--- config.mk ---
export PLATFORM = sky130hd
export DESIGN_NAME = epoch_to_calendar_date_unit
export DESIGN_NICKNAME = d
export VERILOG_FILES = /design/src/hdl/ecd_pkg.sv /design/src/hdl/ecd_front.sv /design/src/hdl/ecd_queue.sv /design/src/hdl/ecd_back.sv /design/src/hdl/epoch_to_calendar_date_unit.sv
export SDC_FILE = /design/constraint.sdc
export NUM_CORES = 2
export LEC_CHECK = 0
export BUFFER_PORTS_ARGS = -buffer_cell sky130_fd_sc_hd__buf_4
export CORE_MARGIN = 4
export CORE_UTILIZATION = 62
export CTS_BUF_LIST = sky130_fd_sc_hd__clkbuf_16
export CTS_CLUSTER_DIAMETER = 200
export CTS_CLUSTER_SIZE = 40
export DETAILED_ROUTE_END_ITERATION = 10
export HOLD_SLACK_MARGIN = 0.12
export PLACE_DENSITY = 0.79
export SYNTH_ARGS = -nofsm -noshare
export SYNTH_HDL_FRONTEND = slang
export SYNTH_HIERARCHICAL = 1
export SYNTH_SLANG_ARGS = --single-unit
--- constraint.sdc ---
create_clock -name clk -period 10.9 [get_ports clk]
set_input_delay 1.09 -clock clk [delete_from_list [all_inputs] [get_ports clk]]
set_output_delay 1.09 -clock clk [all_outputs]
set_load 0.05 [all_outputs]
--- src/hdl/ecd_pkg.sv ---
// Shared types, constants and the month length table for the epoch to
// calendar date unit. No dependencies; every other file imports this one.
package ecd_pkg;

  // Calendar and clock constants
  localparam logic [31:0] SECS_PER_DAY  = 32'd86400;
  localparam logic [16:0] SECS_PER_HOUR = 17'd3600;
  localparam logic [11:0] SECS_PER_MIN  = 12'd60;
  localparam logic [15:0] EPOCH_WEEKDAY = 16'd4;
  localparam logic [15:0] DAYS_PER_WEEK = 16'd7;
  localparam logic [11:0] FIRST_YEAR    = 12'd1970;

  // Residues of the first year for the leap counters
  localparam logic [1:0] FIRST_Y4   = 2'd2;
  localparam logic [6:0] FIRST_Y100 = 7'd70;
  localparam logic [8:0] FIRST_Y400 = 9'd370;
  localparam logic [6:0] LAST_Y100  = 7'd99;
  localparam logic [8:0] LAST_Y400  = 9'd399;

  localparam logic [8:0] DAYS_LEAP   = 9'd366;
  localparam logic [8:0] DAYS_COMMON = 9'd365;
  localparam logic [3:0] LAST_MONTH  = 4'd11;

  // Reciprocals for division by constants (exact over the operand ranges)
  // ms / 1000          = (ms * MS_RECIP) >> 38
  // (t >> 7) / 675     = ((t >> 7) * DAY_RECIP) >> 35
  // (sod >> 4) / 225   = ((sod >> 4) * HOUR_RECIP) >> 21
  // w / 7              = (w * WEEK_RECIP) >> 19
  // (rem >> 2) / 15    = ((rem >> 2) * MIN_RECIP) >> 14
  localparam logic [28:0] MS_RECIP   = 29'd274877907;
  localparam logic [25:0] DAY_RECIP  = 26'd50903317;
  localparam logic [13:0] HOUR_RECIP = 14'd9321;
  localparam logic [16:0] WEEK_RECIP = 17'd74899;
  localparam logic [10:0] MIN_RECIP  = 11'd1093;

  localparam int QUEUE_DEPTH = 2;

  // Time of day split, weekday and day count, handed from front to back
  typedef struct packed {
    logic [4:0]  hour;
    logic [5:0]  minute;
    logic [5:0]  second;
    logic [2:0]  weekday;
    logic [15:0] days;
  } ecd_front_item_t;

  // One finished result item
  typedef struct packed {
    logic [4:0]  hour;
    logic [5:0]  minute;
    logic [5:0]  second;
    logic [2:0]  weekday;
    logic [4:0]  day_of_month;
    logic [3:0]  month;
    logic [11:0] year;
  } ecd_result_t;

  // Days in month m (0 is January)
  function automatic logic [4:0] month_len(input logic [3:0] m, input logic leap);
    logic [4:0] len;
    case (m) inside
      4'd1:                    len = leap ? 5'd29 : 5'd28;
      4'd3, 4'd5, 4'd8, 4'd10: len = 5'd30;
      default:                 len = 5'd31;
    endcase
    return len;
  endfunction

endpackage

--- src/hdl/ecd_front.sv ---
// Front end: accepts an item, forms local seconds and splits them into
// time of day, weekday and day count. Depends on ecd_pkg.
module ecd_front (
  input  logic                    clk,
  input  logic                    rst_n,
  input  logic                    in_valid,
  output logic                    in_ready,
  input  logic [31:0]             in_server_epoch,
  input  logic [31:0]             in_elapsed_ms,
  input  logic [17:0]             time_offset,
  output logic                    push,
  output ecd_pkg::ecd_front_item_t push_item,
  input  logic                    push_ready
);
  import ecd_pkg::*;

  localparam logic [3:0] FS_IDLE = 4'd0;
  localparam logic [3:0] FS_MS   = 4'd1;
  localparam logic [3:0] FS_SUM  = 4'd2;
  localparam logic [3:0] FS_DAYS = 4'd3;
  localparam logic [3:0] FS_SOD  = 4'd4;
  localparam logic [3:0] FS_HOUR = 4'd5;
  localparam logic [3:0] FS_REM  = 4'd6;
  localparam logic [3:0] FS_MIN  = 4'd7;
  localparam logic [3:0] FS_SEC  = 4'd8;

  logic [3:0]  state_r, state_nxt;
  logic [31:0] epoch_r, ms_r, t_r;
  logic [17:0] off_r;
  logic [22:0] qms_r;
  logic [15:0] days_r;
  logic [16:0] sod_r;
  logic [4:0]  hour_r;
  logic [13:0] wq_r;
  logic [11:0] rem_r;
  logic [2:0]  weekday_r;
  logic [5:0]  min_r;

  logic [60:0] ms_prod;
  logic [31:0] t_sum;
  logic [50:0] day_prod;
  logic [31:0] sod_full;
  logic [26:0] hour_prod;
  logic [15:0] wk_sum;
  logic [32:0] wk_prod;
  logic [16:0] rem_full;
  logic [15:0] wk_full;
  logic [20:0] min_prod;
  logic [11:0] sec_full;

  // Arithmetic per step, at most two multiplies each
  assign ms_prod   = {29'd0, ms_r} * {32'd0, MS_RECIP};
  assign t_sum     = epoch_r + {9'd0, qms_r} + {{14{off_r[17]}}, off_r};
  assign day_prod  = {26'd0, t_r[31:7]} * {25'd0, DAY_RECIP};
  assign sod_full  = t_r - ({16'd0, days_r} * SECS_PER_DAY);
  assign hour_prod = {14'd0, sod_r[16:4]} * {13'd0, HOUR_RECIP};
  assign wk_sum    = days_r + EPOCH_WEEKDAY;
  assign wk_prod   = {17'd0, wk_sum} * {16'd0, WEEK_RECIP};
  assign rem_full  = sod_r - ({12'd0, hour_r} * SECS_PER_HOUR);
  assign wk_full   = wk_sum - ({2'd0, wq_r} * DAYS_PER_WEEK);
  assign min_prod  = {11'd0, rem_r[11:2]} * {10'd0, MIN_RECIP};
  assign sec_full  = rem_r - ({6'd0, min_r} * SECS_PER_MIN);

  assign in_ready = (state_r == FS_IDLE);
  assign push     = (state_r == FS_SEC);

  assign push_item.hour    = hour_r;
  assign push_item.minute  = min_r;
  assign push_item.second  = sec_full[5:0];
  assign push_item.weekday = weekday_r;
  assign push_item.days    = days_r;

  // Step sequencer
  always_comb begin
    state_nxt = state_r;
    unique case (state_r)
      FS_IDLE: if (in_valid) state_nxt = FS_MS;
      FS_MS:   state_nxt = FS_SUM;
      FS_SUM:  state_nxt = FS_DAYS;
      FS_DAYS: state_nxt = FS_SOD;
      FS_SOD:  state_nxt = FS_HOUR;
      FS_HOUR: state_nxt = FS_REM;
      FS_REM:  state_nxt = FS_MIN;
      FS_MIN:  state_nxt = FS_SEC;
      FS_SEC:  if (push_ready) state_nxt = FS_IDLE;
      default: state_nxt = FS_IDLE;
    endcase
  end

  always_ff @(posedge clk) begin
    if (!rst_n) begin
      state_r <= FS_IDLE;
    end else begin
      state_r <= state_nxt;
    end
  end

  // Datapath registers, written in the step that produces them
  always_ff @(posedge clk) begin
    unique case (state_r)
      FS_IDLE: begin
        if (in_valid) begin
          epoch_r <= in_server_epoch;
          ms_r    <= in_elapsed_ms;
          off_r   <= time_offset;
        end
      end
      FS_MS:   qms_r  <= ms_prod[60:38];
      FS_SUM:  t_r    <= t_sum;
      FS_DAYS: days_r <= day_prod[50:35];
      FS_SOD:  sod_r  <= sod_full[16:0];
      FS_HOUR: begin
        hour_r <= hour_prod[25:21];
        wq_r   <= wk_prod[32:19];
      end
      FS_REM: begin
        rem_r     <= rem_full[11:0];
        weekday_r <= wk_full[2:0];
      end
      FS_MIN:  min_r <= min_prod[19:14];
      default: ;
    endcase
  end

endmodule

--- src/hdl/ecd_queue.sv ---
// Two-entry queue between front and back end.
// Depends on ecd_pkg for the item type and depth.
module ecd_queue (
  input  logic                     clk,
  input  logic                     rst_n,
  input  logic                     wr_valid,
  output logic                     wr_ready,
  input  ecd_pkg::ecd_front_item_t wr_item,
  output logic                     rd_valid,
  input  logic                     rd_ready,
  output ecd_pkg::ecd_front_item_t rd_item
);
  import ecd_pkg::*;

  localparam int PW = $clog2(QUEUE_DEPTH);
  localparam logic [PW:0] FULL_COUNT = (PW + 1)'(QUEUE_DEPTH);
  localparam logic [PW-1:0] LAST_PTR = PW'(QUEUE_DEPTH - 1);

  ecd_front_item_t      mem_r [QUEUE_DEPTH];
  logic [PW-1:0]        wr_ptr_r, rd_ptr_r;
  logic [PW:0]          count_r;
  logic                 do_wr, do_rd;

  assign wr_ready = (count_r != FULL_COUNT);
  assign rd_valid = (count_r != '0);
  assign rd_item  = mem_r[rd_ptr_r];
  assign do_wr    = wr_valid && wr_ready;
  assign do_rd    = rd_valid && rd_ready;

  // Pointers and fill count
  always_ff @(posedge clk) begin
    if (!rst_n) begin
      wr_ptr_r <= '0;
      rd_ptr_r <= '0;
      count_r  <= '0;
    end else begin
      if (do_wr) wr_ptr_r <= (wr_ptr_r == LAST_PTR) ? '0 : wr_ptr_r + 1'b1;
      if (do_rd) rd_ptr_r <= (rd_ptr_r == LAST_PTR) ? '0 : rd_ptr_r + 1'b1;
      if (do_wr && !do_rd) count_r <= count_r + 1'b1;
      else if (do_rd && !do_wr) count_r <= count_r - 1'b1;
    end
  end

  // Entry storage
  always_ff @(posedge clk) begin
    if (do_wr) mem_r[wr_ptr_r] <= wr_item;
  end

endmodule

--- src/hdl/ecd_back.sv ---
// Back end: walks years and months over the day count, then holds the
// finished item in the output register. Depends on ecd_pkg.
module ecd_back (
  input  logic                     clk,
  input  logic                     rst_n,
  input  logic                     rd_valid,
  output logic                     rd_ready,
  input  ecd_pkg::ecd_front_item_t rd_item,
  output logic                     out_valid,
  input  logic                     out_ready,
  output ecd_pkg::ecd_result_t     out_result
);
  import ecd_pkg::*;

  localparam logic [1:0] BS_IDLE  = 2'd0;
  localparam logic [1:0] BS_YEAR  = 2'd1;
  localparam logic [1:0] BS_MONTH = 2'd2;
  localparam logic [1:0] BS_DONE  = 2'd3;

  logic [1:0]      state_r, state_nxt;
  ecd_front_item_t tod_r;
  logic [15:0]     days_r;
  logic [11:0]     year_r;
  logic [1:0]      y4_r;
  logic [6:0]      y100_r;
  logic [8:0]      y400_r;
  logic [3:0]      mon_r;
  logic            out_valid_r;
  ecd_result_t     out_r;

  logic            leap;
  logic [8:0]      ylen;
  logic [4:0]      mlen;
  logic            year_fits, month_fits, load_out;

  // Leap rule from the residue counters
  assign leap       = (y4_r == 2'd0) && ((y100_r != 7'd0) || (y400_r == 9'd0));
  assign ylen       = leap ? DAYS_LEAP : DAYS_COMMON;
  assign mlen       = month_len(mon_r, leap);
  assign year_fits  = (days_r < {7'd0, ylen});
  assign month_fits = (days_r < {11'd0, mlen});
  assign load_out   = (state_r == BS_DONE) && (!out_valid_r || out_ready);

  assign rd_ready   = (state_r == BS_IDLE);
  assign out_valid  = out_valid_r;
  assign out_result = out_r;

  // Walk sequencer
  always_comb begin
    state_nxt = state_r;
    unique case (state_r)
      BS_IDLE:  if (rd_valid) state_nxt = BS_YEAR;
      BS_YEAR:  if (year_fits) state_nxt = BS_MONTH;
      BS_MONTH: if (month_fits || (mon_r == LAST_MONTH)) state_nxt = BS_DONE;
      BS_DONE:  if (load_out) state_nxt = BS_IDLE;
      default:  state_nxt = BS_IDLE;
    endcase
  end

  always_ff @(posedge clk) begin
    if (!rst_n) begin
      state_r     <= BS_IDLE;
      out_valid_r <= 1'b0;
    end else begin
      state_r <= state_nxt;
      if (load_out) out_valid_r <= 1'b1;
      else if (out_ready) out_valid_r <= 1'b0;
    end
  end

  // Walk datapath
  always_ff @(posedge clk) begin
    unique case (state_r)
      BS_IDLE: begin
        if (rd_valid) begin
          tod_r  <= rd_item;
          days_r <= rd_item.days;
          year_r <= FIRST_YEAR;
          y4_r   <= FIRST_Y4;
          y100_r <= FIRST_Y100;
          y400_r <= FIRST_Y400;
          mon_r  <= '0;
        end
      end
      BS_YEAR: begin
        if (!year_fits) begin
          days_r <= days_r - {7'd0, ylen};
          year_r <= year_r + 12'd1;
          y4_r   <= y4_r + 2'd1;
          y100_r <= (y100_r == LAST_Y100) ? 7'd0 : y100_r + 7'd1;
          y400_r <= (y400_r == LAST_Y400) ? 9'd0 : y400_r + 9'd1;
        end
      end
      BS_MONTH: begin
        if (!month_fits) begin
          days_r <= days_r - {11'd0, mlen};
          if (mon_r != LAST_MONTH) mon_r <= mon_r + 4'd1;
        end
      end
      BS_DONE: begin
        if (load_out) begin
          out_r.hour         <= tod_r.hour;
          out_r.minute       <= tod_r.minute;
          out_r.second       <= tod_r.second;
          out_r.weekday      <= tod_r.weekday;
          out_r.day_of_month <= days_r[4:0] + 5'd1;
          out_r.month        <= mon_r + 4'd1;
          out_r.year         <= year_r;
        end
      end
      default: ;
    endcase
  end

endmodule

--- src/hdl/epoch_to_calendar_date_unit.sv ---
// Top level of the epoch to calendar date unit: offset register, front end,
// queue and back end. Depends on ecd_pkg, ecd_front, ecd_queue, ecd_back.
//
// Usage:
//  - cfg channel writes the signed 18-bit time zone offset in seconds; it is
//    always ready and is meant to be written while the unit is idle.
//  - in channel takes server_epoch and elapsed_ms; one result item is
//    produced for every input item, in order, on the out channel.
//  - The front end steps through MS, SUM, DAYS, SOD, HOUR, REM, MIN and SEC
//    (a chain of reciprocal multiplies for /1000, /86400, /3600, /60 and
//    /7), and in_ready stays low from each accept until it is back in idle.
//  - The back end walks one year per cycle from 1970 and one month per
//    cycle. Sustained rate is set by the slower of the front end's steps
//    and the back-end walk.
//  - A two-entry queue sits between front and back, and the output register
//    frees the back end once a result is loaded into it, so the front end
//    keeps accepting while a result waits on a stalled receiver.
//  - Reset (rst_n low, synchronous) clears the offset to 0, empties the
//    queue and drops out_valid.
module epoch_to_calendar_date_unit (
  input  logic        clk,
  input  logic        rst_n,
  input  logic        cfg_valid,
  output logic        cfg_ready,
  input  logic [17:0] cfg_time_offset,
  input  logic        in_valid,
  output logic        in_ready,
  input  logic [31:0] in_server_epoch,
  input  logic [31:0] in_elapsed_ms,
  output logic        out_valid,
  input  logic        out_ready,
  output logic [4:0]  out_hour,
  output logic [5:0]  out_minute,
  output logic [5:0]  out_second,
  output logic [2:0]  out_weekday,
  output logic [4:0]  out_day_of_month,
  output logic [3:0]  out_month,
  output logic [11:0] out_year
);
  import ecd_pkg::*;

  logic [17:0]     offset_r;
  logic            push, push_ready;
  ecd_front_item_t push_item;
  logic            q_valid, q_ready;
  ecd_front_item_t q_item;
  ecd_result_t     result;

  // Offset register
  assign cfg_ready = 1'b1;
  always_ff @(posedge clk) begin
    if (!rst_n) begin
      offset_r <= '0;
    end else if (cfg_valid) begin
      offset_r <= cfg_time_offset;
    end
  end

  ecd_front u_front (
    .clk             (clk),
    .rst_n           (rst_n),
    .in_valid        (in_valid),
    .in_ready        (in_ready),
    .in_server_epoch (in_server_epoch),
    .in_elapsed_ms   (in_elapsed_ms),
    .time_offset     (offset_r),
    .push            (push),
    .push_item       (push_item),
    .push_ready      (push_ready)
  );

  ecd_queue u_queue (
    .clk      (clk),
    .rst_n    (rst_n),
    .wr_valid (push),
    .wr_ready (push_ready),
    .wr_item  (push_item),
    .rd_valid (q_valid),
    .rd_ready (q_ready),
    .rd_item  (q_item)
  );

  ecd_back u_back (
    .clk        (clk),
    .rst_n      (rst_n),
    .rd_valid   (q_valid),
    .rd_ready   (q_ready),
    .rd_item    (q_item),
    .out_valid  (out_valid),
    .out_ready  (out_ready),
    .out_result (result)
  );

  assign out_hour         = result.hour;
  assign out_minute       = result.minute;
  assign out_second       = result.second;
  assign out_weekday      = result.weekday;
  assign out_day_of_month = result.day_of_month;
  assign out_month        = result.month;
  assign out_year         = result.year;

  // Front end goes busy right after taking an item
  a_front_busy: assert property (@(posedge clk) disable iff (!rst_n)
    (in_valid && in_ready) |=> !in_ready)
    else $error("front end ready right after accepting an item");

  // A stalled result stays up and unchanged
  a_out_hold: assert property (@(posedge clk) disable iff (!rst_n)
    (out_valid && !out_ready) |=> (out_valid && $stable(result)))
    else $error("result item dropped or changed while stalled");

  // The front end's pushed item waits unchanged while the queue is full
  a_push_hold: assert property (@(posedge clk) disable iff (!rst_n)
    (push && !push_ready) |=> (push && $stable(push_item)))
    else $error("front end dropped or changed a queued item");

  // A shown result is a legal time, weekday and month
  a_result_range: assert property (@(posedge clk) disable iff (!rst_n)
    out_valid |-> ((out_month >= 4'd1) && (out_month <= 4'd12) &&
                   (out_hour <= 5'd23) && (out_minute <= 6'd59) &&
                   (out_second <= 6'd59) && (out_weekday <= 3'd6)))
    else $error("result item out of range");

endmodule

==> qor.csv <==
metric,value,unit
die height,286.5,um
TritonCTS clock tree,done,
unrepaired setup endpoints after global routing,no,
R2R depth,22,
largest net degree at the start of global routing,71,
First-pass DRT Iterations,5,
final hold vios,0,
global-route wire length before repair,162600,um
drt drc,0,
critical path peak fanout,10,
crit path capture,u_front/qms_r[21],
H-Tree Depth,1,
CTS Buf Count,14,
Worst-Margin Slew,1.044,ns
Synth Area per Inst,11.31,um^2
clk sinks,412,
"Top FF cell, synth",edfxtp_1,
"Setup Fix Bufs, Post-CTS",0,
post-synth top area cell,ha_1,
"commonest non-fill, non-tap cells in the layout","inv_1, ha_1, fa_1",
crit path kind,flip-flop to flip-flop,
Total Routed Length,100100,um
Required @ worst endpoint,11.23,ns
Core Area,76450,um^2
cell area after synthesis,48090,um^2
"most common cell after layout, fill and taps aside",inv_1,
# fillers,5744,
I/O pin total,131,
clock buffer depth,3,
grt total ovfl,0,
"Arr. time, crit path",8.06,ns
FF-to-FF setup slack,3.17,ns
sequential-to-total area share from yosys stat,0.2510,
ranking of synthesized cells by area,"ha_1, fa_1, edfxtp_1",
Final TNS setup,0,ns
Routed wire per std cell,18.51,um
reg2reg start,u_front/ms_r[16],
Synthesized Nets,5910,
final worst clock skew,0.04010,ns
PortBufs,129,
Tmin final,7.733,ns
gr usage total,0.2498,
Fmax,129.3,MHz
Synthesis Warnings,6,
Via density,5.503,
Routability Congestion,0.9562,
clock-pin slew on the worst setup and hold paths,0.14,ns
R2R Path End,u_front/qms_r[21],
layout cells sized above 1,0.05572,
hold_buf cts,0,
fin nets,6031,
Setup Viol. Count Final,0,
max-slew violation count,0,
Mapped Cells,4250,
DP Wirelength,84590,um
initial antenna violation count,6,
area grow syn2layout,5.451,%
register area,12070,um^2
Die Area,82080,um^2
Max Cap Viol,0,
Worst Setup SP,u_front/ms_r[16],
status,"complete, no violations",
Clock Latency Late Sink,0.57,ns
share of the synthesized area in the top cell type,0.2553,
Min-Delay Path Class,flip-flop to flip-flop,
remaining antenna violation count,0,
endpoint class of the critical path,flip-flop,
Resize count post-CTS,0,
root buffer cell,clkbuf_16,
ys async rst share,0,
# rows,101,
synth unique cells,103,
period utilisation layout,0.7094,
CP Launch Type,flip-flop,
Iter 0 DRT Violations,1584,
Multi-input gate area,31810,um^2
number of synthesized flops with an enable pin,382,
via count,29770,
Max-Slew Margin vs Limit,0.3025,
Die X,286.5,um
Seq cells post-synth,412,
Starting Density,0.6290,
vias in the first global route,31410,
## sequential cells by signal, indices dropped and copies added, names as in the netlist, 7 cells and up, named ones only
register / cells
u_front/sod_r: 17
u_front/off_r: 18
u_back/y100_r: 7
offset_r: 18
u_front/epoch_r: 32
u_back/days_r: 16
u_front/t_r: 32
u_back/y400_r: 9
u_back/out_result: 41
u_front/qms_r: 23
u_back/year_r: 12
u_front/ms_r: 32
u_front/days_r: 16
u_back/tod_r: 20
u_front/rem_r: 12
u_queue/mem_r: 72
## worst max-delay path, cell delays in order (launching register included)
cell and delay (ns):
edfxtp_1 0.66, ha_1 0.45, fa_1 0.46, fa_1 0.54, inv_1 0.05, fa_1 0.49, inv_1 0.05, fa_1 0.52
fa_1 0.44, fa_1 0.54, inv_1 0.05, fa_1 0.56, inv_1 0.06, ha_1 0.33, nand3_1 0.12, nor3_1 0.33
nand4_1 0.13, o2bb2ai_1 0.32, nor2_1 0.12, o41ai_2 0.66, a41o_1 0.34, o22ai_1 0.12, xnor2_1 0.14
## synth_stat cells, types with 9 or more instances
| cell type | count |
|---|---|
| inv_1 | 1076 |
| ha_1 | 981 |
| fa_1 | 592 |
| edfxtp_1 | 382 |
| nor2_1 | 120 |
| a21oi_1 | 119 |
| xnor2_1 | 110 |
| nand2_1 | 106 |
| o21ai_0 | 75 |
| xor2_1 | 67 |
| nand3_1 | 56 |
| a21o_1 | 48 |
| nor2b_1 | 41 |
| mux2_2 | 39 |
| dfxtp_1 | 30 |
| nand4_1 | 25 |
| nand2b_1 | 22 |
| mux2i_1 | 21 |
| nor3_1 | 21 |
| o21bai_1 | 20 |
| clkbuf_1 | 19 |
| o211ai_1 | 19 |
| and3_1 | 17 |
| a31oi_1 | 16 |
| and2_1 | 15 |
| o21a_1 | 15 |
| or3_1 | 10 |
| a211oi_1 | 9 |
## stage by stage
step / utilization / cell area (um^2) / instances / worst slack [ns] / hold slack (ns)
after global routing: 0.6632 / 50700 / 5409 / 2.859 / 0.4509
after global placement: 0.6575 / 50270 / 5385 / 3.397 / 0.4019
after floorplan: - / 48090 / 4250 / 4.078 / 0.4003
after CTS: 0.6632 / 50700 / 5409 / 3.229 / 0.4355
after detailed placement: 0.6575 / 50270 / 5385 / 3.269 / 0.4045
final: 0.6632 / 50710 / 5410 / 3.167 / 0.4357
## how the worst min path moves through the flow
stage / start / end / slack, ns / cells after the start
floorplan: u_back/tod_r[16] / u_back/out_result[21] / 0.40 / 0
global placement: u_front/t_r[3] / u_front/sod_r[3] / 0.40 / 0
detailed placement: u_back/tod_r[27] / u_back/out_result[32] / 0.40 / 0
CTS: u_back/tod_r[27] / u_back/out_result[32] / 0.44 / 0
global route: u_front/t_r[6] / u_front/sod_r[6] / 0.45 / 0
finish: u_back/tod_r[33] / u_back/out_result[38] / 0.44 / 0
## cells by family (layout without fill, tap and decap cells)
group / count (synthesis) / in the layout / synth area share
other: 1 / 2 / 0.00007799
muxes: 61 / 61 / 0.01397
adders and majority gates: 1573 / 1573 / 0.5017
and+or+nand+nor: 475 / 475 / 0.04985
buffers and inverters: 1114 / 1243 / 0.08831
AOI/OAI and AO/OA: 437 / 437 / 0.06279
xor gates and xnor gates: 177 / 177 / 0.03224
DFF: 412 / 412 / 0.2510
## cell type report
cell class / instances / share of cell area
well taps: 1030 / 0.02542
clock buffers: 15 / 0.007402
inverters: 1078 / 0.07980
clock inverters: 9 / 0.001160
diodes: 1 / 0.00004935
repair buffers: 141 / 0.02088
flip-flops and latches: 412 / 0.2381
multi-input cells: 2724 / 0.6272
## layer usage
layer	wire length, um	vias to the layer above	track usage
met5	50	-	0
met4	2343	8	0.05240
met3	5610	146	0.04059
met2	48520	716	0.4236
met1	43610	14710	0.3431
li1	-	14190	-
Power is not shown: default switching activity piles up to over one toggle a cycle in this logic, so the estimate is an artifact.
